===== src/hw/rtl/cgs_pkg.sv =====
// ----------------------------------------------------------------------------
// cgs_pkg
// Shared types, reset values and helpers of the clamp grasp sequencer.
// ----------------------------------------------------------------------------
package cgs_pkg;

	localparam int unsigned DefWindow = 5;

	localparam int unsigned SampleW = 16;
	localparam int unsigned DriveW  = 10;
	localparam int unsigned ScaleW  = 9;
	localparam int unsigned CfgIdxW = 3;
	localparam int unsigned CfgW    = 16;

	localparam logic signed [7:0]  RstActiveMode   = 8'sd3;
	localparam logic signed [15:0] RstForceLimit   = 16'sd800;
	localparam logic [15:0]        RstStretchLimit = 16'd4352;
	localparam logic [8:0]         RstMoveScale    = 9'd128;
	localparam logic [8:0]         RstGripScale    = 9'd128;
	localparam logic [15:0]        RstTimeout      = 16'd30;
	localparam logic [8:0]         ScaleMax        = 9'd256;

	typedef enum logic [CfgIdxW-1:0] {
		REG_ACTIVE_MODE    = 3'd0,
		REG_FORCE_LIMIT    = 3'd1,
		REG_STRETCH_LIMIT  = 3'd2,
		REG_MOVEMENT_SCALE = 3'd3,
		REG_GRIP_SCALE     = 3'd4,
		REG_TIMEOUT_TICKS  = 3'd5
	} cgs_reg_t;

	typedef enum logic [2:0] {
		PH_LOWER = 3'd0,
		PH_OPEN  = 3'd1,
		PH_WAIT  = 3'd2,
		PH_CLOSE = 3'd3,
		PH_RAISE = 3'd4,
		PH_DONE  = 3'd5
	} cgs_phase_t;

	typedef struct packed {
		logic signed [7:0]  ctrl_mode;
		logic               at_top;
		logic               at_bottom;
		logic               fully_open;
		logic               fully_closed;
		logic               plate_switch;
		logic signed [15:0] force_reading;
		logic               stretch_valid;
		logic [15:0]        stretch_sample;
		logic               joy_valid;
		logic               manual_button;
		logic               auto_button;
	} cgs_item_t;

	typedef struct packed {
		logic manual_live;
		logic auto_live;
	} cgs_gate_t;

	typedef struct packed {
		logic signed [DriveW-1:0] lift_cmd;
		logic signed [DriveW-1:0] grip_cmd;
		logic                     cmd_sent;
		logic                     plate_seen;
		logic                     grasp_ok;
		logic                     grasp_report;
		logic                     finished;
		logic [2:0]               phase;
	} cgs_result_t;

	function automatic logic [ScaleW-1:0] clip_scale(input logic [ScaleW-1:0] s);
		return (s > ScaleMax) ? ScaleMax : s;
	endfunction

endpackage


===== src/hw/rtl/cgs_stretch_window.sv =====
// ----------------------------------------------------------------------------
// cgs_stretch_window
// Running stretch window: sample store, sum and fill, threshold compare.
// ----------------------------------------------------------------------------
module cgs_stretch_window import cgs_pkg::*; #(
	parameter int unsigned WINDOW = DefWindow
) (
	input  logic               clk,
	input  logic               arst_n,
	input  logic               upd,
	input  logic [SampleW-1:0] sample,
	input  logic [15:0]        stretch_limit,
	output logic               above
);

	localparam int unsigned POS_W  = (WINDOW > 1) ? $clog2(WINDOW) : 1;
	localparam int unsigned FILL_W = $clog2(WINDOW + 1);
	localparam int unsigned SUM_W  = SampleW + FILL_W;

	logic [SampleW-1:0] win_q [WINDOW];
	logic [SUM_W-1:0]   sum_q;
	logic [FILL_W-1:0]  fill_q;
	logic [POS_W-1:0]   pos_q;

	logic               full;
	logic [SUM_W-1:0]   sum_nx;
	logic [FILL_W-1:0]  fill_nx;
	logic [POS_W-1:0]   pos_nx;
	logic [SUM_W-1:0]   limit_prod;

	assign full = (fill_q == FILL_W'(WINDOW));

	always_comb begin
		sum_nx  = sum_q;
		fill_nx = fill_q;
		pos_nx  = pos_q;
		if (upd) begin
			sum_nx = sum_q - (full ? SUM_W'(win_q[pos_q]) : '0) + SUM_W'(sample);
			if (!full)
				fill_nx = fill_q + 1'b1;
			pos_nx = (pos_q == POS_W'(WINDOW - 1)) ? '0 : pos_q + 1'b1;
		end
	end

	// average above limit as sum > limit * count
	assign limit_prod = SUM_W'(stretch_limit) * SUM_W'(fill_nx);
	assign above      = (sum_nx > limit_prod);

	always_ff @(posedge clk or negedge arst_n) begin
		if (!arst_n) begin
			sum_q  <= '0;
			fill_q <= '0;
			pos_q  <= '0;
		end else begin
			sum_q  <= sum_nx;
			fill_q <= fill_nx;
			pos_q  <= pos_nx;
		end
	end

	always_ff @(posedge clk) begin
		if (upd)
			win_q[pos_q] <= sample;
	end

endmodule


===== src/hw/rtl/cgs_deadman.sv =====
// ----------------------------------------------------------------------------
// cgs_deadman
// Deadman button state and joystick idle timer.
// ----------------------------------------------------------------------------
module cgs_deadman import cgs_pkg::*; (
	input  logic        clk,
	input  logic        arst_n,
	input  logic        step,
	input  logic        joy_valid,
	input  logic        manual_button,
	input  logic        auto_button,
	input  logic [15:0] timeout_ticks,
	output cgs_gate_t   gate
);

	logic        manual_q, auto_q;
	logic [15:0] idle_q;
	logic        manual_nx, auto_nx;
	logic [15:0] idle_nx;
	logic        live;

	always_comb begin
		manual_nx = manual_q;
		auto_nx   = auto_q;
		idle_nx   = idle_q;
		if (step) begin
			if (joy_valid) begin
				idle_nx   = '0;
				manual_nx = manual_button;
				auto_nx   = auto_button;
			end else if (idle_q != 16'hFFFF) begin
				idle_nx = idle_q + 16'd1;
			end
		end
	end

	assign live             = (idle_nx < timeout_ticks);
	assign gate.manual_live = manual_nx && live;
	assign gate.auto_live   = auto_nx && live;

	always_ff @(posedge clk or negedge arst_n) begin
		if (!arst_n) begin
			manual_q <= 1'b0;
			auto_q   <= 1'b0;
			idle_q   <= '0;
		end else begin
			manual_q <= manual_nx;
			auto_q   <= auto_nx;
			idle_q   <= idle_nx;
		end
	end

endmodule


===== src/hw/rtl/cgs_grasp_step.sv =====
// ----------------------------------------------------------------------------
// cgs_grasp_step
// Six-phase grasp sequence with stored drives; forms the gated result.
// ----------------------------------------------------------------------------
module cgs_grasp_step import cgs_pkg::*; (
	input  logic               clk,
	input  logic               arst_n,
	input  logic               step,
	input  logic               at_top,
	input  logic               at_bottom,
	input  logic               fully_open,
	input  logic               fully_closed,
	input  logic signed [15:0] force_reading,
	input  logic               plate,
	input  logic signed [15:0] force_limit,
	input  logic [ScaleW-1:0]  movement_scale,
	input  logic [ScaleW-1:0]  grip_scale,
	input  cgs_gate_t          gate,
	output cgs_result_t        result
);

	cgs_phase_t               phase_q, ph;
	logic signed [DriveW-1:0] lift_q, grip_q, lift, grip;
	logic                     grasp_q, flag, report, firm;
	logic signed [DriveW-1:0] mv, gp;

	assign mv   = $signed({1'b0, clip_scale(movement_scale)});
	assign gp   = $signed({1'b0, clip_scale(grip_scale)});
	assign firm = (force_reading >= force_limit);

	always_comb begin
		ph     = phase_q;
		lift   = lift_q;
		grip   = grip_q;
		flag   = grasp_q;
		report = 1'b0;
		if (ph == PH_LOWER) begin
			if (!at_bottom) begin
				lift = mv;
			end else begin
				lift = '0;
				ph   = PH_OPEN;
			end
		end
		if (ph == PH_OPEN) begin
			if (!fully_open) begin
				grip = gp;
			end else begin
				grip = '0;
				ph   = PH_WAIT;
			end
		end
		if (ph == PH_WAIT) begin
			if (plate)
				ph = PH_CLOSE;
		end
		if (ph == PH_CLOSE) begin
			if (plate && (firm || fully_closed)) begin
				flag   = 1'b1;
				report = 1'b1;
				ph     = PH_RAISE;
			end else if (!plate && fully_closed && !firm) begin
				flag   = 1'b0;
				report = 1'b1;
				ph     = PH_OPEN;
			end
			grip = (!fully_closed && !firm) ? -gp : '0;
		end
		if (ph == PH_RAISE) begin
			if (!at_top) begin
				lift = -mv;
			end else begin
				lift = '0;
				ph   = PH_DONE;
			end
		end
	end

	always_comb begin
		result.lift_cmd     = '0;
		result.grip_cmd     = '0;
		result.cmd_sent     = !gate.manual_live;
		if (!gate.manual_live && gate.auto_live) begin
			result.lift_cmd = lift;
			result.grip_cmd = grip;
		end
		result.plate_seen   = plate;
		result.grasp_ok     = flag;
		result.grasp_report = report;
		result.finished     = (ph == PH_DONE);
		result.phase        = ph;
	end

	always_ff @(posedge clk or negedge arst_n) begin
		if (!arst_n) begin
			phase_q <= PH_LOWER;
			lift_q  <= '0;
			grip_q  <= '0;
			grasp_q <= 1'b0;
		end else if (step) begin
			phase_q <= ph;
			lift_q  <= lift;
			grip_q  <= grip;
			grasp_q <= flag;
		end
	end

endmodule


===== src/hw/rtl/clamp_grasp_sequencer_core.sv =====
// ----------------------------------------------------------------------------
// clamp_grasp_sequencer_core
// Grasp sequencer for a plate clamp, stepped once per control tick request.
//
//   channel  handshake             payload
//   in       in_valid / in_ready   tick: mode, switches, force, stretch, joystick
//   out      out_valid / out_ready lift/grip drives, flags, phase
//   cfg      cfg_wr_en             cfg_index, cfg_data
//
// A tick request is stepped while it sits in the input register; a request in
// the active mode has its result land in the output register at the next edge,
// raising out_valid, one request per cycle unless the output stalls. Deadman,
// window sum (valid samples) and phase state (active mode) update in that step.
// Reset clears all state but the sample store, input item and result data; no
// clearing pass. A stalled output holds the step stage; the input register
// takes a new request whenever the step stage moves on or is empty.
// ----------------------------------------------------------------------------
module clamp_grasp_sequencer_core import cgs_pkg::*; #(
	parameter int unsigned WINDOW = DefWindow
) (
	input  logic                     clk,
	input  logic                     arst_n,
	input  logic                     cfg_wr_en,
	input  logic [CfgIdxW-1:0]       cfg_index,
	input  logic [CfgW-1:0]          cfg_data,
	input  logic                     in_valid,
	output logic                     in_ready,
	input  logic signed [7:0]        ctrl_mode,
	input  logic                     at_top,
	input  logic                     at_bottom,
	input  logic                     fully_open,
	input  logic                     fully_closed,
	input  logic                     plate_switch,
	input  logic signed [15:0]       force_reading,
	input  logic                     stretch_valid,
	input  logic [15:0]              stretch_sample,
	input  logic                     joy_valid,
	input  logic                     manual_button,
	input  logic                     auto_button,
	output logic                     out_valid,
	input  logic                     out_ready,
	output logic signed [DriveW-1:0] lift_cmd,
	output logic signed [DriveW-1:0] grip_cmd,
	output logic                     cmd_sent,
	output logic                     plate_seen,
	output logic                     grasp_ok,
	output logic                     grasp_report,
	output logic                     finished,
	output logic [2:0]               phase
);

	logic signed [7:0]  active_mode_q;
	logic signed [15:0] force_limit_q;
	logic [15:0]        stretch_limit_q;
	logic [ScaleW-1:0]  movement_scale_q;
	logic [ScaleW-1:0]  grip_scale_q;
	logic [15:0]        timeout_q;

	cgs_item_t   item_s1;
	logic        valid_s1;
	cgs_result_t res_q, res_nx;
	logic        out_valid_q;
	logic        adv, step, match, above;
	cgs_gate_t   gate;

	// configuration
	always_ff @(posedge clk or negedge arst_n) begin
		if (!arst_n) begin
			active_mode_q    <= RstActiveMode;
			force_limit_q    <= RstForceLimit;
			stretch_limit_q  <= RstStretchLimit;
			movement_scale_q <= RstMoveScale;
			grip_scale_q     <= RstGripScale;
			timeout_q        <= RstTimeout;
		end else if (cfg_wr_en) begin
			unique case (cgs_reg_t'(cfg_index))
				REG_ACTIVE_MODE:    active_mode_q    <= $signed(cfg_data[7:0]);
				REG_FORCE_LIMIT:    force_limit_q    <= $signed(cfg_data);
				REG_STRETCH_LIMIT:  stretch_limit_q  <= cfg_data;
				REG_MOVEMENT_SCALE: movement_scale_q <= cfg_data[ScaleW-1:0];
				REG_GRIP_SCALE:     grip_scale_q     <= cfg_data[ScaleW-1:0];
				REG_TIMEOUT_TICKS:  timeout_q        <= cfg_data;
				default: ;
			endcase
		end
	end

	assign adv      = !out_valid_q || out_ready;
	assign step     = valid_s1 && adv;
	assign in_ready = !valid_s1 || adv;
	assign match    = (item_s1.ctrl_mode == active_mode_q);

	// input register
	always_ff @(posedge clk or negedge arst_n) begin
		if (!arst_n) begin
			valid_s1 <= 1'b0;
		end else if (in_valid && in_ready) begin
			valid_s1 <= 1'b1;
		end else if (adv) begin
			valid_s1 <= 1'b0;
		end
	end

	always_ff @(posedge clk) begin
		if (in_valid && in_ready) begin
			item_s1.ctrl_mode      <= ctrl_mode;
			item_s1.at_top         <= at_top;
			item_s1.at_bottom      <= at_bottom;
			item_s1.fully_open     <= fully_open;
			item_s1.fully_closed   <= fully_closed;
			item_s1.plate_switch   <= plate_switch;
			item_s1.force_reading  <= force_reading;
			item_s1.stretch_valid  <= stretch_valid;
			item_s1.stretch_sample <= stretch_sample;
			item_s1.joy_valid      <= joy_valid;
			item_s1.manual_button  <= manual_button;
			item_s1.auto_button    <= auto_button;
		end
	end

	cgs_stretch_window #(
		.WINDOW(WINDOW)
	) u_window (
		.clk           (clk),
		.arst_n        (arst_n),
		.upd           (step && item_s1.stretch_valid),
		.sample        (item_s1.stretch_sample),
		.stretch_limit (stretch_limit_q),
		.above         (above)
	);

	cgs_deadman u_deadman (
		.clk           (clk),
		.arst_n        (arst_n),
		.step          (step),
		.joy_valid     (item_s1.joy_valid),
		.manual_button (item_s1.manual_button),
		.auto_button   (item_s1.auto_button),
		.timeout_ticks (timeout_q),
		.gate          (gate)
	);

	cgs_grasp_step u_step (
		.clk            (clk),
		.arst_n         (arst_n),
		.step           (step && match),
		.at_top         (item_s1.at_top),
		.at_bottom      (item_s1.at_bottom),
		.fully_open     (item_s1.fully_open),
		.fully_closed   (item_s1.fully_closed),
		.force_reading  (item_s1.force_reading),
		.plate          (above || item_s1.plate_switch),
		.force_limit    (force_limit_q),
		.movement_scale (movement_scale_q),
		.grip_scale     (grip_scale_q),
		.gate           (gate),
		.result         (res_nx)
	);

	// output register
	always_ff @(posedge clk or negedge arst_n) begin
		if (!arst_n) begin
			out_valid_q <= 1'b0;
		end else if (adv) begin
			out_valid_q <= step && match;
		end
	end

	always_ff @(posedge clk) begin
		if (step && match)
			res_q <= res_nx;
	end

	assign out_valid    = out_valid_q;
	assign lift_cmd     = res_q.lift_cmd;
	assign grip_cmd     = res_q.grip_cmd;
	assign cmd_sent     = res_q.cmd_sent;
	assign plate_seen   = res_q.plate_seen;
	assign grasp_ok     = res_q.grasp_ok;
	assign grasp_report = res_q.grasp_report;
	assign finished     = res_q.finished;
	assign phase        = res_q.phase;

endmodule


===== config.mk =====
export PLATFORM = sky130hd
export DESIGN_NAME = clamp_grasp_sequencer_core
export DESIGN_NICKNAME = d
export VERILOG_FILES = /design/src/hw/rtl/cgs_pkg.sv /design/src/hw/rtl/cgs_stretch_window.sv /design/src/hw/rtl/cgs_deadman.sv /design/src/hw/rtl/cgs_grasp_step.sv /design/src/hw/rtl/clamp_grasp_sequencer_core.sv
export SDC_FILE = /design/constraint.sdc
export NUM_CORES = 1
export LEC_CHECK = 0
export BUFFER_PORTS_ARGS = -buffer_cell sky130_fd_sc_hd__buf_2
export CAP_MARGIN = 20
export CELL_PAD_IN_SITES_DETAIL_PLACEMENT = 0
export CELL_PAD_IN_SITES_GLOBAL_PLACEMENT = 1
export CORE_UTILIZATION = 53
export CTS_CLUSTER_DIAMETER = 120
export CTS_CLUSTER_SIZE = 14
export DETAILED_ROUTE_END_ITERATION = 6
export PLACE_DENSITY_LB_ADDON = 0.1
export SYNTH_ARGS = -nofsm -noshare
export SYNTH_HDL_FRONTEND = slang
export SYNTH_SLANG_ARGS = --single-unit

===== constraint.sdc =====
create_clock -name clk -period 19.8 [get_ports clk]
set_input_delay 2.97 -clock clk [delete_from_list [all_inputs] [get_ports clk]]
set_output_delay 2.97 -clock clk [all_outputs]
set_load 0.03 [all_outputs]

* Word-level counts from Yosys, hierarchy flattened *
Memory sizes are Yosys's and may differ from the RTL's.
Index checks and enable logic that the tools add are counted.

storage, ports and cells
  memories = 1
  input port bits = 73
  register bits after elaboration = 220
  memory bits (writable) = 80
  output and inout bits = 30

memories
  memory          words  bits a word  rd ports  clocked after Yosys merged registers in  write ports  line                      text
  u_window.win_q  5      16           1         0                                        1            cgs_stretch_window.sv:20  logic [SampleW-1:0] win_q [WINDOW];

cells by class
  $lt $le $gt $ge = 5
  reductions and logical operators = 30
  muxes and demuxes = 42
  eq/ne operators = 14
  multiply operators = 1
  add/subtract/negate cells = 7

operators with widths
  cell                                                   number
  two-way mux 16 bit                                     4
  two-way mux 10 bit                                     6
  two-way mux 3 bit                                      14
  two-way mux 9 bit                                      4
  negation 9 -> 10 bit                                   2
  adder 19 x 16 -> 19 bit                                1
  greater-than comparator 19 bit                         1
  multiplier 16 x 3 -> 19 bit                            1
  two-way mux 19 bit                                     1
  subtractor 19 bit                                      1
  == test 3 bit (second input constant)                  6
  greater-than comparator 9 bit (second input constant)  2
  adder 16 x 1 -> 16 bit (second input constant)         1
  greater-or-equal comparator 16 bit                     1
  < comparator 16 bit                                    1
  != test 16 bit (second input constant)                 1
  two-way mux 1 bit                                      13
  == test 3 x 2 -> 1 bit (second input constant)         4
  AND reduction 2 bit                                    6
  logical AND 1 bit                                      11
  == test 8 bit                                          1
  adder 3 x 1 -> 3 bit (second input constant)           2
  == test 3 x 1 -> 1 bit (second input constant)         2
  zero test 1 bit                                        6
  3 further kinds                                        7

* Depth between registers and ports, before layout *
Gate-level depths: netlist of the first run.

  depth after elaboration = 17
  depth in mapped cells = 30

* By module *
Synthesis of the first run repeated with hierarchy kept, for this count alone.

second synthesis, totals
  cell total of the unflattened synthesis = 1434
  area, all modules = 16714.8 µm²

by module, submodules not included
  module                      seq. area each (µm²)  area each (µm²)  instances  cells each
  cgs_stretch_window          3027.9                7252.0           1          677
  clamp_grasp_sequencer_core  4230.3                5465.2           1          263
  cgs_grasp_step              600.6                 2648.8           1          341
  cgs_deadman                 450.4                 1348.8           1          153

* Worst setup path before layout of the first run *
Ideal clock, no wire load.

  path type = input -> register
  start = in out_ready
  end = reg res_q (netlist bit grasp_ok) (data pin)
  required time = 19.546 ns
  buffers on the path = 2
  library setup time = 0.254 ns
  cell stages on the path = 27
  slack = 11.170 ns
  arrival time = 8.376 ns
  path through = nand2b_1 > and3_1 > clkbuf_1 > nand2_1 > nor2_1 > a21oi_1 > nand2_1 > fa_1 > inv_1 > ha_1 > a211oi_1 > o21bai_1 > o31a_1 > a41o_1 > o41ai_2 > o2111ai_1 > a21oi_1 > xor2_1 > ha_1 > and4_1 > nand2_1 > nor4_1 > o21ba_2 > clkbuf_2 > inv_1 > or3_1 > a21o_1

RTL lines
  item                    line                               text
  start: declaration      clamp_grasp_sequencer_core.sv:41   input logic out_ready,
  end signal: assignment  clamp_grasp_sequencer_core.sv:171  res_q <= res_nx;
  end: declaration        clamp_grasp_sequencer_core.sv:61   cgs_result_t res_q, res_nx;

==> metrics.md, run 1 <==
| Metric | Value |
|---|---|
| P_sw | `between 1 and 1.5 mW` |
| Worst Setup EP | `finished` |
| Slew Viols, Final | `0` |
| Mapped Nets | `1658` |
| P per Cell Area | `144 nW/um^2` |
| Initial Utilization | `54.2%` |
| Post-route insts no fill | `1973` |
| Kind of critical path | `primary input to register` |
| Post_cts resized | `0` |
| Fraction of layout cells with a size suffix above 1 | `between 10% and 20%` |
| Yosys top cell area share | `29.2%` |
| Status | `complete, no violations` |
| Total power | `2.57 mW` |
| Path depth of the worst reg2reg path | `26` |
| Gp weighted congestion | `0.852` |
| Clock share of power | `17.8%` |
| Worst r2r src | `out_valid` |
| Slew headroom | `~34%` |
| R2R Path End | `finished` |
| Routed WL | `about 36000 um` |
| Critical path startpoint | `out_ready` |
| Area contributors post-synth | `edfxtp_1, dfrtp_1, ha_1` |
| Net Sw Frac | `40.4%` |
| Grt total ovfl | `0` |
| Vias in the first global route | `11100` |
| First-pass GRT wire length | `approximately 58000 um` |
| Depth of the CTS H-tree | `1` |
| Initial antenna violation count | `1` |
| CTS Buf Count | `25` |
| Distinct cells, synth | `81` |
| DP Cell Count | `1927` |
| Top_reg_cell synth | `edfxtp_1` |
| Final worst path period share | `47.3%` |
| Clock edge transition at the registers on the reported setup and hold paths | `about 70 ps` |
| Chip height | `177 um` |
| Number of enable flip-flop cells after synthesis | `157` |
| Leakage power | `between 7 and 8 nW` |
| Synth Register Bits | `300` |
| Post-DP Area | `17100 um^2` |
| Root buf cell | `clkbuf_16` |
| Final Hold Fails | `0` |
| Via density per instance | `5.59` |
| Buffer levels on the longest clock path | `3` |
| Post-CTS setup buffer count | `0` |
| # nets final | `1762` |
| Starting DRC count in detailed routing | `599` |
| Most common cell in the netlist | `edfxtp_1` |
| IO Port Bufs | `102` |
| Drt pass-1 iters | `5` |
| Die W | `177 um` |
| Total core area | `29800 um^2` |
| Fill cell count | `2527` |
| Part of the power in registers | `between 30% and 40%` |
| Avg Inst Size Synth | `11.1 um^2` |
| Worst skew pair latency | `about 550 ps` |
| Diode count | `0` |
| Critical Path AT | `slightly below 10000 ps` |
| Synth Warn # | `0` |
| Async SR Flop Fraction | `47.7%` |
| Num rows | `63` |
| RSZ-0062 raised after global routing | `false` |
| Peak VDD IR | `about 0.084 mV` |
| Endpoint class of the critical path | `register` |
| Int Power | `around 1.5 mW` |
| Slew @ Worst Pin | `slightly below 1000 ps` |
| Fin crit period | `9360 ps` |
| Gate Count Post-Synth | `between 1000 and 1500` |
| Max Freq | `107 MHz` |
| CP required | `20090 ps` |
| Cell taking the most area after synthesis | `edfxtp_1` |
| R2R setup slack | `around 13000 ps` |
| Clock sink total | `300` |
| Cell area after layout | `between 15000 and 20000 um^2` |
| Die area | `31200 um^2` |
| Gate power share | `50.4%` |
| # IOs | `~100` |
| Startpoint Class | `primary input` |
| Hold buffers post-CTS | `0` |
| Pin count of the biggest net entering global routing | `85` |
| Area growth from synthesis to layout | `10.5%` |
| TritonCTS clock tree | `yes` |
| Global-route usage over all layers | `23.7%` |
| Most frequent cells after synthesis | `edfxtp_1, nand2_1, inv_1` |
| Post-DP HPWL | `26000 um` |
| Drt wl/cell | `18.0 um` |
| Final ANT Viol Nets | `0` |
| Synth Cell Area | `roughly 16000 um^2` |
| # setup viols final | `0` |
| Setup TNS Final | `0 ps` |
| Worst Clk Skew | `17.8 ps` |
| Post-synthesis sequential area ratio | `51.4%` |
| # DRC | `0` |
| HP Class | `register to register` |
| Max-Cap Viols | `0` |
| Crit path max fanout | `28` |
| Via count | `~11000` |
## cells in the final DEF (no fill, tap or decap), types with 12 or more instances in the layout
| cell type | instances |
|---|---|
| fa_1 | 31 |
| a21o_1 | 15 |
| dfrtp_1 | 130 |
| nor2_1 | 118 |
| buf_2 | 101 |
| or3_1 | 13 |
| dfstp_2 | 13 |
| nor3_1 | 17 |
| clkbuf_1 | 19 |
| xnor2_1 | 35 |
| a22o_1 | 13 |
| a31oi_1 | 14 |
| and2_1 | 14 |
| nor2b_1 | 14 |
| nand3_1 | 24 |
| edfxtp_1 | 157 |
| nand2_1 | 146 |
| mux2i_1 | 22 |
| mux2_2 | 64 |
| a221oi_1 | 18 |
| buf_4 | 20 |
| o21ai_0 | 73 |
| ha_1 | 94 |
| inv_1 | 140 |
| a21oi_1 | 77 |
| xor2_1 | 17 |
| clkbuf_16 | 25 |
| nand4_1 | 12 |
## metrics by stage
stage	setup WS (ps)	hold slack [ps]	utilization [%]
final	10440	478	59.9
after global placement	10140	464	57.5
after floorplan	11170	450	-
after detailed placement	9950	471	57.5
after CTS	10480	485	59.9
after global routing	9880	504	59.9
## registers in the layout, summed over array words and instances (netlist names), 16 cells and up
| name | count |
|---|---|
| item_s1 | 49 |
| u_deadman.idle_q | 16 |
| u_window.win_q | 80 |
| u_window.sum_q | 19 |
| timeout_q | 16 |
| force_limit_q | 16 |
| stretch_limit_q | 16 |
## worst min-delay path by stage
stage | cells after the start | slack [ps] | end | startpoint
after global placement | 2 | 460 | u_step.lift_q[6] | u_step.lift_q[6]
after floorplan | 1 | 450 | u_window.sum_q[18] | u_window.sum_q[18]
after detailed placement | 1 | 470 | u_window.sum_q[18] | u_window.sum_q[18]
final | 1 | 480 | u_window.sum_q[18] | u_window.sum_q[18]
after CTS | 1 | 480 | u_window.sum_q[18] | u_window.sum_q[18]
after global routing | 2 | 500 | u_step.lift_q[7] | u_step.lift_q[7]
## power groups by stage
stage / logic (mW) / registers [mW] / clock network, mW
CTS: 1.30 / 0.818 / 0.472
global route: 1.48 / 0.829 / 0.492
floorplan: 0.998 / 0.809 / 0
global placement: 1.27 / 0.826 / 0
detailed placement: 1.29 / 0.830 / 0
finish: 1.29 / 0.817 / 0.459
## worst max-delay path: stages
cell	delay, ps
buf_2	80
nand2b_1	160
and3_1	820
nand2_1	240
o21ai_1	200
buf_4	240
nand2_1	100
fa_1	570
inv_1	60
ha_1	300
a211oi_1	270
o21bai_1	140
o31a_1	260
a41o_1	270
o41ai_2	360
o2111ai_1	190
a21oi_1	200
xor2_1	100
ha_1	300
and4_1	240
nand2_1	70
nor4_1	390
o21ba_2	330
inv_1	140
a221oi_1	390
nor2_1	120
o21a_1	130
## final cells by class
type	instances	area, um^2	share of cell area (%)
clock buffers	44	697	3.90
clock inverters	2	17.5	0.0981
inverters	141	529	2.96
multi-input cells	974	7150	40.0
flip-flops and latches	300	8310	46.5
well taps	390	488	2.73
repair buffers	122	667	3.74
## kinds of logic (layout without fill, tap and decap cells)
| kind of cell | after synthesis | after routing | share of synthesized area [%] |
|---|---|---|---|
| flops | 300 | 300 | 51.4 |
| fa+ha+maj | 125 | 125 | 11.1 |
| mux | 91 | 91 | 6.29 |
| simple gates | 421 | 421 | 12.4 |
| compound gates | 285 | 285 | 11.5 |
| xor+xnor | 52 | 52 | 2.82 |
| buf+inv | 186 | 309 | 4.45 |
## layer usage
metal	part of all wire, %	global-route usage (%)
met1	47	33.4
met2	47	39.6
met3	4.2	2.78
met4	1.7	4.89
met5	0	0
Note: power is estimated with default switching activity, not from simulation.
==> run 2, diff against run 1 <==
ABC_AREA = 1   (was default)
CORE_UTILIZATION = 43   (was 53)
clock period = 8.58 ns   (was 19.8 ns; I/O delays follow)
==> metrics.md, run 2 <==
| Metric | Value |
|---|---|
| Uppermost layer routed | `met4` |
| Met2 WL | `17500 um` |
| First-pass GRT wire length | `approximately 63000 um` |
| Peak VDD IR | `0.163 mV` |
| Buffer levels on the longest clock path | `3` |
| Worst Clk Skew | `15.7 ps` |
| Depth of the CTS H-tree | `1` |
| Total core area | `37000 um^2` |
| Max reg flops | `80` |
| # nets final | `2032` |
| CTS Buf Count | `25` |
| Status | `complete, no violations` |
| IO Port Bufs | `102` |
| Drt wl/cell | `16.2 um` |
| Clock sink total | `300` |
| Worst path bufs/invs | `5` |
| Compound-Gate Fraction of Synth Area | `10.8%` |
| Max-Cap Viols | `0` |
| Storage cell area | `a little over 8000 um^2` |
| TritonCTS clock tree | `yes` |
| Startpoint Class | `primary input` |
| RSZ-0062 raised after global routing | `false` |
| Vias in the first global route | `roughly 12000` |
| Initial antenna violation count | `0` |
| Pin count of the biggest net entering global routing | `80` |
| Crit-path max cell delay | `around 570 ps` |
| Routed met1 length | `18400 um` |
| Gate Count Post-Synth | `1730` |
| Synth Warn # | `0` |
| Fraction of layout cells with a size suffix above 1 | `12.2%` |
| Setup TNS Final | `0 ps` |
| Gp weighted congestion | `0.829` |
| Final ANT Viol Nets | `0` |
| Top_reg_cell synth | `edfxtp_1` |
| Biggest registers after layout | `u_window.win_q (80), item_s1 (49), u_window.sum_q (19)` |
| Fin crit period | `6960 ps` |
| Die area | `38700 um^2` |
| Synth Register Bits | `300` |
| Hold buffers post-CTS | `0` |
| Final Hold Fails | `0` |
| Slew @ Worst Pin | `995 ps` |
| Fill cell count | `3581` |
| Cell taking the most area after synthesis | `edfxtp_1` |
| Async SR Flop Fraction | `47.7%` |
| Slowest CP cell | `o31ai_1` |
| Number of enable flip-flop cells after synthesis | `around 160` |
| Most frequent cells after synthesis | `nand2_1, inv_1, edfxtp_1` |
| Commonest non-fill, non-tap cell in the layout | `nand2_1` |
| Adder-cell share of the synthesized area | `11.0%` |
| Drt pass-1 iters | `5` |
| P per Cell Area | `302 nW/um^2` |
| Via count | `11700` |
| Metal3 WL | `1360 um` |
| Post-DP HPWL | `about 28000 um` |
| # DRC | `0` |
| Yosys top cell area share | `28.9%` |
| Distinct cells, synth | `58` |
| Clock edge transition at the registers on the reported setup and hold paths | `70 ps` |
| Post-DP Area | `17400 um^2` |
| Global-route usage over all layers | `approximately a fifth` |
| Chip height | `197 um` |
| Mux share of post-synthesis cell area | `0.307%` |
| Post-synthesis sequential area ratio | `between 50% and 60%` |
| Cell mode on critical path | `nand2_1` |
| Mapped Nets | `1928` |
| Kind of critical path | `primary input to register` |
| Critical Path AT | `7350 ps` |
| Max Freq | `about 140 MHz` |
| Diode count | `0` |
| Leakage power | `~8.2 nW` |
| Avg Inst Size Synth | `9.42 um^2` |
| # setup viols final | `0` |
| Area contributors post-synth | `edfxtp_1, dfrtp_1, nand2_1` |
| # IOs | `103` |
| Most common cell in the netlist | `nand2_1` |
| Xor-xnor portion of the synthesized cell area | `2.20%` |
| Main combinational cell family by area after synthesis | `simple AND/OR/NAND/NOR gates` |
| Commonest non-fill, non-tap cells in the layout | `nand2_1, inv_1, edfxtp_1, o21ai_0, dfrtp_1` |
| Post_cts resized | `0` |
| Post-CTS setup buffer count | `0` |
| HP Class | `register to register` |
| Area growth from synthesis to layout | `11.0%` |
| Slew Viols, Final | `0` |
| Routed WL | `38100 um` |
| Synth Cell Area | `approximately 16000 um^2` |
| Num rows | `70` |
| Slew headroom | `33.6%` |
| Endpoint class of the critical path | `register` |
| Initial Utilization | `44.1%` |
| Root buf cell | `clkbuf_16` |
| Grt total ovfl | `0` |
| Starting DRC count in detailed routing | `roughly 590` |
| Via density per instance | `4.97` |
| Cell area after layout | `18100 um^2` |
| Post-Synth Simple-Gate Area | `17.3%` |
| Worst skew pair latency | `~550 ps` |
| Top reg by flops | `u_window.win_q` |
| Crit path max fanout | `15` |
| Area of the multi-input gates | `between 6000 and 7000 um^2` |
| Die W | `197 um` |
| CP delay by family, top | `simple AND/OR/NAND/NOR gates` |
| CP required | `8960 ps` |
| Final worst path period share | `81.2%` |
## run 2: cell types whose count changed after synthesis, sizes merged, moves of 12 or more
cell,delta
a21o,-12
and2,-14
inv,+130
mux2,-69
mux2i,-17
nand2,+268
nand3,+35
nand4,+14
nor2b,-14
o21ai,+65
or3,-13
xnor2,-17
## run 2: worst min-delay path, cell delays in order (launching register included)
cell and delay, ps:
dfrtp_1 340, nand2_1 50, o21ai_0 60
## run 2: layer usage
metal / track usage (%) / up-vias
met2: 34.0 / 165
met3: 2.75 / 44
met4: 4.22 / 0
li1: - / 5951
met1: 28.6 / 5539
met5: 0 / -
## run 2: stage by stage
stage                     utilization, %  worst slack (ps)  power (mW)  std cells  hold slack, ps
after floorplan                        -              2350        3.80       1730             449
after global placement              47.0               918        4.41       2310             464
after detailed placement            47.0               753        4.44       2310             472
after CTS                           48.9              1350        5.53       2355             488
after global routing                49.0              1050        6.00       2356             509
final                               49.0              1620        5.47       2356             486
## run 2: cells by family (layout without fill, tap and decap cells)
group / count (synthesis) / in the layout
AND/OR/NAND/NOR: 645 / 645
buffers and inverters: 310 / 432
AO/OA/AOI/OAI: 304 / 304
flip-flops: 300 / 300
adder cells (fa/ha/maj): 125 / 125
XOR/XNOR: 41 / 41
multiplexers: 5 / 5
## run 2: layout make-up
| type | instances | share of cell area (%) |
|---|---|---|
| clock buffer | 44 | 3.85 |
| timing repair buffer | 115 | 3.39 |
| multi-input combinational | 1120 | 37.7 |
| sequential | 300 | 45.9 |
| tap | 504 | 3.48 |
| inverter | 272 | 5.64 |
| clock inverter | 1 | 0.0484 |
## run 2: final timing paths
kind | slack (ps) | cells after the start | end | from
setup / recovery | 1620 | 33 | lift_cmd[8] | out_ready
hold / removal | 490 | 2 | timeout_q[8] | timeout_q[8]
setup reg to reg | 1950 | 31 | lift_cmd[8] | u_window.fill_q[0]
hold reg to reg | 490 | 2 | timeout_q[8] | timeout_q[8]
max in group asynchronous | 6410 | 2 | force_limit_q[1] | arst_n
min in group asynchronous | 750 | 1 | u_window.sum_q[7] | arst_n
## run 2: report_power, final
| part | total (mW) | internal, mW | switching, mW |
|---|---|---|---|
| Clock | 1.07 | 0.548 | 0.518 |
| Combinational | 2.55 | 0.953 | 1.60 |
| Sequential | 1.85 | 1.73 | 0.126 |
| Total | 5.47 | 3.23 | 2.24 |
